--- src/rtl/iat_pkg.sv ---
// ----------------------------------------------------------------------------
// Interval time averager package
// Widths, reset values and register indexes shared by the averager RTL.
// ----------------------------------------------------------------------------
package iat_pkg;

  localparam int ELAPSED_W          = 16;
  localparam int TOTAL_W            = 32;
  localparam int AVG_W              = 40;
  localparam int CFG_DATA_W         = 32;
  localparam int CFG_INDEX_W        = 1;
  localparam int FRACTION_BITS_DEF  = 8;

  localparam logic [TOTAL_W-1:0] INTERVAL_RESET = TOTAL_W'(1000);
  localparam logic [AVG_W-1:0]   AVG_MAX        = '1;

  localparam logic [CFG_INDEX_W-1:0] REG_WINDOW_MODE    = 1'b0;
  localparam logic [CFG_INDEX_W-1:0] REG_INTERVAL_VALUE = 1'b1;

  typedef enum logic [3:0] {
    ST_IDLE = 4'b0001,
    ST_EVAL = 4'b0010,
    ST_DIV  = 4'b0100,
    ST_DONE = 4'b1000
  } state_t;

endpackage

--- src/rtl/interval_time_averager_top.sv ---
// ----------------------------------------------------------------------------
// Interval time averager
// Accumulates elapsed time per update and latches the window average.
// ----------------------------------------------------------------------------
// Each input word is one update carrying the time since the previous update.
// The word is added to a saturating 32-bit total and counted in the cycle it
// is accepted. The next cycle checks whether the window closes. A word that
// does not close a window goes straight to the done state, which writes its
// result word to the output register once the output is free. The block then
// returns to idle and takes the next word. A word that closes a window runs a
// restoring bit-serial divider, one quotient bit per cycle, over the total
// shifted up by FRACTION_BITS fraction bits, dividing it by the update count;
// the done state then writes the clamped quotient as the new average once the
// output is free. A stalled result word holds the block in the done state.
// One word is worked on at a time. in_stall is low only while the block is
// idle and no register is being written. Every input word yields exactly one
// result word, which carries the latest average.
module interval_time_averager_top #(
  parameter int FRACTION_BITS = iat_pkg::FRACTION_BITS_DEF
) (
  input  logic                             clk,
  input  logic                             rst_n,
  input  logic                             in_valid,
  output logic                             in_stall,
  input  logic [iat_pkg::ELAPSED_W-1:0]    in_elapsed_ticks,
  output logic                             out_valid,
  input  logic                             out_stall,
  output logic [iat_pkg::AVG_W-1:0]        out_average_time,
  output logic                             out_window_closed,
  input  logic                             cfg_wr_en,
  input  logic [iat_pkg::CFG_INDEX_W-1:0]  cfg_index,
  input  logic [iat_pkg::CFG_DATA_W-1:0]   cfg_wdata
);

  localparam int TW = iat_pkg::TOTAL_W;
  localparam int AW = iat_pkg::AVG_W;
  localparam int NW = TW + FRACTION_BITS;
  localparam int QW = (NW > AW) ? NW : AW;
  localparam int CW = $clog2(NW);

  iat_pkg::state_t state_r, state_nxt;

  logic          mode_r, mode_nxt;
  logic [TW-1:0] interval_r, interval_nxt;
  logic [TW-1:0] total_r, total_nxt;
  logic [TW-1:0] count_r, count_nxt;
  logic [AW-1:0] avg_r, avg_nxt;
  logic          closed_r, closed_nxt;
  logic [NW-1:0] quot_r, quot_nxt;
  logic [TW-1:0] rem_r, rem_nxt;
  logic [TW-1:0] div_r, div_nxt;
  logic [CW-1:0] cnt_r, cnt_nxt;
  logic          out_valid_r, out_valid_nxt;
  logic [AW-1:0] out_avg_r, out_avg_nxt;
  logic          out_closed_r, out_closed_nxt;

  logic          in_accept;
  logic [TW:0]   sum;
  logic          time_ok;
  logic          count_ok;
  logic          close;
  logic [TW:0]   trial;
  logic [TW:0]   diff;
  logic          trial_ge;
  logic [QW-1:0] quot_ext;
  logic          out_free;

  assign in_stall  = (state_r != iat_pkg::ST_IDLE) || cfg_wr_en;
  assign in_accept = in_valid && !in_stall;

  assign sum      = {1'b0, total_r} + (TW + 1)'(in_elapsed_ticks);
  assign time_ok  = (total_r >= interval_r);
  assign count_ok = (count_r > interval_r);
  assign close    = mode_r ? (count_ok && time_ok) : time_ok;

  assign trial    = {rem_r, quot_r[NW-1]};
  assign diff     = trial - {1'b0, div_r};
  assign trial_ge = (trial >= {1'b0, div_r});
  assign quot_ext = QW'(quot_r);

  assign out_free = !out_valid_r || !out_stall;

  always_comb begin
    state_nxt      = state_r;
    mode_nxt       = mode_r;
    interval_nxt   = interval_r;
    total_nxt      = total_r;
    count_nxt      = count_r;
    avg_nxt        = avg_r;
    closed_nxt     = closed_r;
    quot_nxt       = quot_r;
    rem_nxt        = rem_r;
    div_nxt        = div_r;
    cnt_nxt        = cnt_r;
    out_valid_nxt  = out_valid_r && out_stall;
    out_avg_nxt    = out_avg_r;
    out_closed_nxt = out_closed_r;

    case (state_r)
      iat_pkg::ST_IDLE: begin
        if (cfg_wr_en) begin
          case (cfg_index)
            iat_pkg::REG_WINDOW_MODE: begin
              mode_nxt  = cfg_wdata[0];
              total_nxt = '0;
              count_nxt = '0;
              avg_nxt   = '0;
            end
            iat_pkg::REG_INTERVAL_VALUE: begin
              interval_nxt = cfg_wdata[TW-1:0];
              total_nxt    = '0;
              count_nxt    = '0;
              avg_nxt      = '0;
            end
            default: begin
            end
          endcase
        end else if (in_accept) begin
          total_nxt = sum[TW] ? '1 : sum[TW-1:0];
          count_nxt = (&count_r) ? count_r : count_r + TW'(1);
          state_nxt = iat_pkg::ST_EVAL;
        end
      end
      iat_pkg::ST_EVAL: begin
        closed_nxt = close;
        if (close) begin
          quot_nxt  = NW'(total_r) << FRACTION_BITS;
          rem_nxt   = '0;
          div_nxt   = count_r;
          cnt_nxt   = CW'(NW - 1);
          total_nxt = '0;
          count_nxt = '0;
          state_nxt = iat_pkg::ST_DIV;
        end else begin
          state_nxt = iat_pkg::ST_DONE;
        end
      end
      iat_pkg::ST_DIV: begin
        rem_nxt  = trial_ge ? diff[TW-1:0] : trial[TW-1:0];
        quot_nxt = {quot_r[NW-2:0], trial_ge};
        cnt_nxt  = cnt_r - CW'(1);
        if (cnt_r == '0) begin
          state_nxt = iat_pkg::ST_DONE;
        end
      end
      iat_pkg::ST_DONE: begin
        if (out_free) begin
          out_valid_nxt  = 1'b1;
          out_closed_nxt = closed_r;
          if (closed_r) begin
            avg_nxt     = (quot_ext > QW'(iat_pkg::AVG_MAX)) ? iat_pkg::AVG_MAX
                                                             : AW'(quot_ext);
            out_avg_nxt = avg_nxt;
          end else begin
            out_avg_nxt = avg_r;
          end
          state_nxt = iat_pkg::ST_IDLE;
        end
      end
      default: begin
        state_nxt = iat_pkg::ST_IDLE;
      end
    endcase
  end

  always_ff @(posedge clk) begin
    if (!rst_n) begin
      state_r     <= iat_pkg::ST_IDLE;
      mode_r      <= 1'b0;
      interval_r  <= iat_pkg::INTERVAL_RESET;
      total_r     <= '0;
      count_r     <= '0;
      avg_r       <= '0;
      closed_r    <= 1'b0;
      cnt_r       <= '0;
      out_valid_r <= 1'b0;
    end else begin
      state_r     <= state_nxt;
      mode_r      <= mode_nxt;
      interval_r  <= interval_nxt;
      total_r     <= total_nxt;
      count_r     <= count_nxt;
      avg_r       <= avg_nxt;
      closed_r    <= closed_nxt;
      cnt_r       <= cnt_nxt;
      out_valid_r <= out_valid_nxt;
    end
  end

  always_ff @(posedge clk) begin
    quot_r       <= quot_nxt;
    rem_r        <= rem_nxt;
    div_r        <= div_nxt;
    out_avg_r    <= out_avg_nxt;
    out_closed_r <= out_closed_nxt;
  end

  assign out_valid         = out_valid_r;
  assign out_average_time  = out_avg_r;
  assign out_window_closed = out_closed_r;

  a_count_nonzero_eval: assert property (
    @(posedge clk) disable iff (!rst_n)
    (state_r == iat_pkg::ST_EVAL) |-> (count_r != '0)
  ) else $error("update count is zero when a window is evaluated");

  a_divisor_nonzero: assert property (
    @(posedge clk) disable iff (!rst_n)
    (state_r == iat_pkg::ST_DIV) |-> (div_r != '0)
  ) else $error("divider runs with a zero divisor");

  a_remainder_bound: assert property (
    @(posedge clk) disable iff (!rst_n)
    (state_r == iat_pkg::ST_DIV) |-> (rem_r < div_r)
  ) else $error("divider remainder is not below the divisor");

  a_close_clears: assert property (
    @(posedge clk) disable iff (!rst_n)
    ((state_r == iat_pkg::ST_EVAL) && close) |=> ((total_r == '0) && (count_r == '0))
  ) else $error("window close did not clear the accumulators");

  a_result_after_item: assert property (
    @(posedge clk) disable iff (!rst_n)
    ((state_r == iat_pkg::ST_DONE) && out_free) |=> out_valid_r
  ) else $error("finished word did not reach the output register");

endmodule
--- config.mk ---
export PLATFORM = sky130hd
export DESIGN_NAME = interval_time_averager_top
export DESIGN_NICKNAME = d
export VERILOG_FILES = /design/src/rtl/iat_pkg.sv /design/src/rtl/interval_time_averager_top.sv
export SDC_FILE = /design/constraint.sdc
export NUM_CORES = 1
export LEC_CHECK = 0
export CAP_MARGIN = 20
export CORE_MARGIN = 10
export CORE_UTILIZATION = 35
export DETAILED_ROUTE_END_ITERATION = 10
export DONT_BUFFER_PORTS = 1
export PLACE_DENSITY = 0.47
export SYNTH_ARGS = -nofsm -noshare
export SYNTH_HDL_FRONTEND = slang
export SYNTH_SLANG_ARGS = --single-unit
--- constraint.sdc ---
create_clock -name clk -period 4.05 [get_ports clk]
set_input_delay 0.6075 -clock clk [delete_from_list [all_inputs] [get_ports clk]]
set_output_delay 0.6075 -clock clk [all_outputs]
set_load 0.1 [all_outputs]
==> results.md, run 1 <==
- finished clean — result of the run
- 294 — synthesis-stage register bit count
- 12,500 — vias in the first global route
- 1,885 — final net count
- 0 ns — total negative setup slack
- 0.0216 ns — Worst Skew
- 20.1 um — average wire length per cell after detail routing
- 2,349 — final instance count without filler cells
- 2 — CTS H-tree lvls
- 17,200 sq um — Post-Place Cell Area
- 5.41 — Avg Vias per Cell
- 35.4% — Starting Density
- 0.000251 V — Max rail drop VDD
- 0 — Setup Fix Bufs, Post-CTS
- 162 — maximum number of pins on one net before global-route repair
- 86.4% — period utilisation layout
- 31.2% — relative max-transition margin
- edfxtp_1 — cell type contributing the most total cell area after synthesis
- 16.5% — total global-route track usage
- 7.08 mW — Pwr Total
- 294 — Num Clock Sinks
- 0 — number of remaining DRC errors
- 86 — number of distinct library cells after synthesis
- 0 — final-report setup violation count
- 12,700 — overall via count from detail_route
- 0 — number of pins with negative max-slew slack in the final report
- 237 um — floorplan die width
- 0 — remaining global-route overflow
- 0.286 GHz — maximum clock rate
- 0.603 ns — Worst Setup Slack post-DPL
- 1.03 ns — transition time at the pin with the least slew margin
- 808 — DRC violation total after the first TritonRoute iteration
- input port to register — classification of the worst-slack hold path
- 73.8 mm — first-pass GRT wire length
- 34.1 mm — final HPWL from detailed placement
- 18,400 sq um — post-route cell area
- register — crit end category
- 0 — post-cts sizing count
- 1,895 — Post-Syn Nets
- 0 — Port-buffer cells
- 11.8% — area grow syn2layout
- 0.55 ns — latest clock arrival within the worst-skew pair
- 5 — first-pass iteration count of the detailed router
- 0 — cts hold-fix bufs
- 385 nW/um^2 — total power per unit cell area
- 0.549 ns — minimum setup slack in the final design
- 9.55 sq um — post-synthesis average cell area
- edfxtp_1, dfxtp_1, ha_1, nand2_1, mux2_2 — main area contributors after synthesis
- 0% — ys async rst share
- 26.4% — post-synth top area share
- 7.22 nW — static leakage
- 44.6% — sequential element share of the synthesized area
- dfxtp_1 — prevailing post-synth register cell
- nand2_1 — most common cell in the synthesized netlist
- 79 — Placement Rows
- 2,283 — post-placement cell count
- 0 — residual antenna-violating net count after detailed routing
- 0.862 — gp weighted congestion
- 16,500 sq um — synthesized cell area
- 0 — initial antenna violation count
- 56,100 sq um — DIE AREA
- 36 — number of CTS-inserted buffers
- 4.28 ns — CP required
- 0 — number of hold-slack violations in the final timing report
- 34 — crit path max fanout
- no — RSZ-0062 raised after global routing
- nand2_1, dfxtp_1, edfxtp_1, ha_1, inv_1 — cell types with the highest counts after synthesis
- 237 um — vertical extent of the die
- register to register — category of the critical setup timing path
- register — critical path launch point type
- 46,600 sq um — core box area
- 145 — EDFF count, synth
- 3.73 ns — arrival time of data at the critical path endpoint
- 9.53% — ratio of cells with drive above 1 in the final layout
- clkbuf_16 — CTS root buffer
- 47.2 mm — detailed-route wire length
- 0 — count of yosys warnings during synthesis
- 3 — clk buf depth
- 97 — IO Count
- 0.06 ns — clock-pin slew reported for the worst setup and hold paths after clock tree synthesis
- 0 — max-cap violation count
- 0 — number of antenna diodes
- 1,724 — cell count after synthesis
- built — clock tree from TritonCTS
- 3.50 ns — shortest clock period the worst path allows after layout
[flip-flops by register name (all words and copies together) (netlist names)]
| name | cells |
|---|---|
| state_r | 4 |
| quot_ext | 40 |
| rem_r | 32 |
| out_window_closed | 1 |
| out_average_time | 40 |
| out_valid | 1 |
| avg_r | 40 |
| div_r | 32 |
| interval_r | 32 |
| mode_r | 1 |
| total_r | 32 |
| count_r | 32 |
| cnt_r | 6 |
| closed_r | 1 |
[stage by stage]
| stage | hold slack (ns) | utilization, % |
|---|---|---|
| 2_1_floorplan | 0.406 | - |
| 3_3_place_gp | 0.451 | 36.9 |
| 3_5_place_dp | 0.456 | 37.0 |
| 4_1_cts | 0.140 | 39.5 |
| 5_1_grt | 0.189 | 39.5 |
| 6_report | 0.207 | 39.5 |
[final cells by class]
type | instances | area [sq um]
inverters | 94 | 353
clock buffers | 53 | 1070
clock inverters | 13 | 128
fillers | 4638 | 28200
flip-flops and latches | 294 | 7340
repair buffers | 30 | 295
well taps | 607 | 759
multi-input cells | 1258 | 8460
[metal layers]
| layer | routed length (um) | share of wire, % | GRT usage, % | vias up |
|---|---|---|---|---|
| met5 | 0 | 0 | 0 | - |
| met4 | 1190 | 2.5 | 5.52 | 0 |
| met3 | 2390 | 5.1 | 3.38 | 64 |
| met2 | 20700 | 44 | 25.1 | 255 |
| met1 | 22900 | 49 | 22.7 | 6138 |
| li1 | - | - | - | 6246 |
[power by group]
part	switching (mW)	internal [mW]
logic	0.372	0.227
clock network	1.32	1.97
registers	0.0523	3.14
total	1.74	5.33
[placed cells by master (no fill, tap or decap), types with 15 or more instances in the layout]
cell type	count
a21boi_0	33
a21o_1	51
a21oi_1	80
a22oi_1	43
buf_4	24
clkbuf_16	39
dfxtp_1	148
edfxtp_1	145
ha_1	115
inv_1	92
mux2_2	41
mux2i_1	16
nand2_1	298
nand3_1	26
nand4_1	28
nor2_1	91
nor2b_1	51
nor3_1	26
o211ai_1	30
o21a_1	15
o21ai_0	65
o221a_1	24
xnor2_1	20
[worst paths after layout]
path	from	endpoint	slack, ns	cells after the start
worst max-delay path	interval_r[31]	quot_ext[23]	0.55	10
worst min-delay path	cfg_wdata[7]	interval_r[7]	0.21	2
worst max register to register	interval_r[31]	quot_ext[23]	0.55	10
worst min register to register	interval_r[29]	interval_r[29]	0.46	2
[worst max-delay path, stage by stage (launching register included)]
cell       delay [ns]
dfxtp_1          0.33
inv_1            0.06
ha_1             0.29
nand4_1          0.16
or3_1            0.43
nor2_1           0.20
nor4_2           0.09
a2111oi_4        0.51
nand2_1          0.36
nand2_4          0.43
buf_12           0.27
[logic make-up (layout without fill, tap and decap cells)]
kind of cell | Yosys count | count (layout) | synth area share (%)
mux | 57 | 57 | 3.78
simple gates | 606 | 606 | 17.3
flops | 294 | 294 | 44.6
xor+xnor | 34 | 34 | 1.81
fa+ha+maj | 117 | 117 | 8.98
compound gates | 444 | 444 | 19.3
buf+inv | 172 | 190 | 4.27
No activity file was read; power rests on OpenSTA's default activity.
==> run 2: changes to the inputs <==
CELL_PAD_IN_SITES_DETAIL_PLACEMENT = 0   (was default)
CELL_PAD_IN_SITES_GLOBAL_PLACEMENT = 2   (was default)
PLACE_DENSITY = 0.68   (was 0.47)
==> run 2 against run 1 <==
Cell count increased by 0.30%. Register-to-register slack got worse by 0.12 ns. Setup slack lost 0.12 ns. Count of clock-buffer cells in the layout fell by 2. Global-route usage is 0.67 points higher. Core utilization rose by 0.41 points. Fmax fell by 3.4%. Via count grew 0.39%. Combinational power up 2%. Sequential power about the same.
==> results.md, run 2 (same netlist as run 1, synthesis figures left out) <==
- finished clean — result of the run
- 294 — Num Clock Sinks, unchanged
- 0.55 ns — latest clock arrival within the worst-skew pair, about the same
- 0.203 ns — worst hold slack, -0.00405 ns
- 840 — DRC violation total after the first TritonRoute iteration, +4.0%
- 34.9% — relative max-transition margin, +3.7 points
- 4,539 — total of fill cells in the finished design, -2.1%
- 8.2% — fraction of power consumed by combinational cells, -0.3 points
- nand2_1 — leading cell type in the layout, fill and taps excluded
- 17.1% — total global-route track usage, +0.67 points
- 5.41 — Avg Vias per Cell, about the same
- 35.4% — Starting Density, unchanged
- 3 — clk buf depth, unchanged
- 403 nW/um^2 — total power per unit cell area, +4.7%
- 0 — final-report setup violation count, unchanged
- 12.9% — area grow syn2layout
- 0.0125 ns — Worst Skew, -0.00908 ns
- register — crit end category
- register — critical path launch point type
- 7.31 nW — static leakage, +1.3%
- 237 um — floorplan die width, unchanged
- 5.68 mW — Int Pwr, +6.4%
- clkbuf_16 — CTS root buffer
- 0 — number of pins with negative max-slew slack in the final report, unchanged
- 38 — number of CTS-inserted buffers, +5.6%
- 0.000258 V — Max rail drop VDD, +2.8%
- 0 — Port-buffer cells, unchanged
- 17,200 sq um — Post-Place Cell Area, about the same
- 0.276 GHz — maximum clock rate, -3.4%
- 79 — Placement Rows, unchanged
- 46,600 sq um — core box area, unchanged
- 1.81 mW — NetSw, +3.8%
- 1,891 — final net count, +0.32%
- 2 — CTS H-tree lvls, unchanged
- 42.7% — sequential power share, -2.4 points
- 162 — maximum number of pins on one net before global-route repair, unchanged
- 2,285 — post-placement cell count, +0.088%
- no — RSZ-0062 raised after global routing
- 49.2 mm — detailed-route wire length, +4.3%
- 3.62 ns — shortest clock period the worst path allows after layout, +0.123 ns
- 3.86 ns — arrival time of data at the critical path endpoint, +0.13 ns
- 0 — post-cts sizing count, unchanged
- 2,356 — final instance count without filler cells, +0.30%
- 0 — Setup Fix Bufs, Post-CTS, unchanged
- nand2_1, dfxtp_1, edfxtp_1 — leading cell types in the layout, fill and taps excluded
- 0 — residual antenna-violating net count after detailed routing, unchanged
- 0 — remaining global-route overflow, unchanged
- 76.4 mm — first-pass GRT wire length, +3.5%
- 56,100 sq um — DIE AREA, unchanged
- input port to register — classification of the worst-slack hold path
- 29 — crit path max fanout, -15%
- 18,600 sq um — post-route cell area, +1.0%
- 12,800 — overall via count from detail_route, +0.39%
- 35.6 mm — final HPWL from detailed placement, +4.4%
- 0.06 ns — clock-pin slew reported for the worst setup and hold paths after clock tree synthesis, about the same
- built — clock tree from TritonCTS
- 24.2% — Net Sw Frac, -0.47 points
- 0 — number of remaining DRC errors, unchanged
- 9.89% — ratio of cells with drive above 1 in the final layout, +0.36 points
- 0 ns — total negative setup slack, unchanged
- 4.29 ns — CP required, about the same
- 7.49 mW — Pwr Total, +5.8%
- 237 um — vertical extent of the die, unchanged
- 7340 sq um — register cell area after layout, unchanged
- 0 — number of antenna diodes, unchanged
- 5 — first-pass iteration count of the detailed router, unchanged
- 89.5% — period utilisation layout, +3.0 points
- 8460 sq um — area used by multi-input combinational logic, unchanged
- 0 — initial antenna violation count, unchanged
- 0 — max-cap violation count, unchanged
- 12,400 — vias in the first global route, -1.0%
- 97 — IO Count, unchanged
- 0 — number of hold-slack violations in the final timing report, unchanged
- 0.976 ns — transition time at the pin with the least slew margin, -0.0558 ns
- 0 — cts hold-fix bufs, unchanged
- 0.820 — gp weighted congestion, -4.9%
- 20.9 um — average wire length per cell after detail routing, +4.0%
- 49.2% — clock share of power, +2.7 points
- register to register — category of the critical setup timing path
run 2: cell count changes in the layout (fill, tap and decap cells not counted), moves of 2 or more:
| cell | previous run | this run |
|---|---|---|
| bufinv_16 | 2 | 7 |
| buf_4 | 24 | 28 |
| clkbuf_8 | 4 | 2 |
| clkinv_4 | 2 | 0 |
run 2: layout make-up:
| class | instances | share of cell area, % |
|---|---|---|
| Timing Repair Buffer | 34 | 1.79 |
| Clock buffer | 51 | 5.71 |
| Sequential cell | 294 | 39.5 |
| Clock inverter | 18 | 1.55 |
| Inverter | 94 | 1.90 |
| Tap cell | 607 | 4.08 |
| Multi-Input combinational cell | 1258 | 45.5 |
run 2: power groups by stage:
stage	sequential [mW]	combinational (mW)	clock (mW)
final	3.20	0.611	3.68
after global routing	3.20	0.678	3.89
after CTS	3.20	0.605	3.77
after detailed placement	3.26	0.602	0
after global placement	3.26	0.599	0
after floorplan	3.23	0.459	0
run 2: path summary, 6_finish.rpt:
path / slack [ns] / end / cells after the start / startpoint
setup reg to reg: 0.43 / rem_r[23] / 9 / count_r[30]
hold / removal: 0.20 / interval_r[5] / 2 / cfg_wdata[5]
hold reg to reg: 0.47 / interval_r[29] / 2 / interval_r[29]
setup / recovery: 0.43 / rem_r[23] / 9 / count_r[30]
run 2: metal layers:
metal / vias to the layer above / GRT usage, % / part of all wire [%]
li1: 6268 / - / -
met1: 6191 / 25.1 / 51
met2: 238 / 25.0 / 42
met3: 55 / 3.33 / 4.5
met4: 0 / 4.36 / 2.0
met5: - / 0 / 0
run 2: through the flow:
step	utilization, %	setup WS [ns]
4_1_cts	39.8	0.463
3_5_place_dp	36.9	0.459
3_3_place_gp	36.9	0.499
2_1_floorplan	-	0.649
6_report	39.9	0.426
5_1_grt	39.9	0.0599
run 2: worst max-delay path, stage by stage (launching register included):
cell and delay, ns:
dfxtp_1 0.38, ha_1 0.32, nand4_1 0.16, or3_1 0.44, nor2_1 0.21, nor4_2 0.09, a2111oi_4 0.49, nand2_1 0.41
nand2_4 0.49, buf_12 0.26
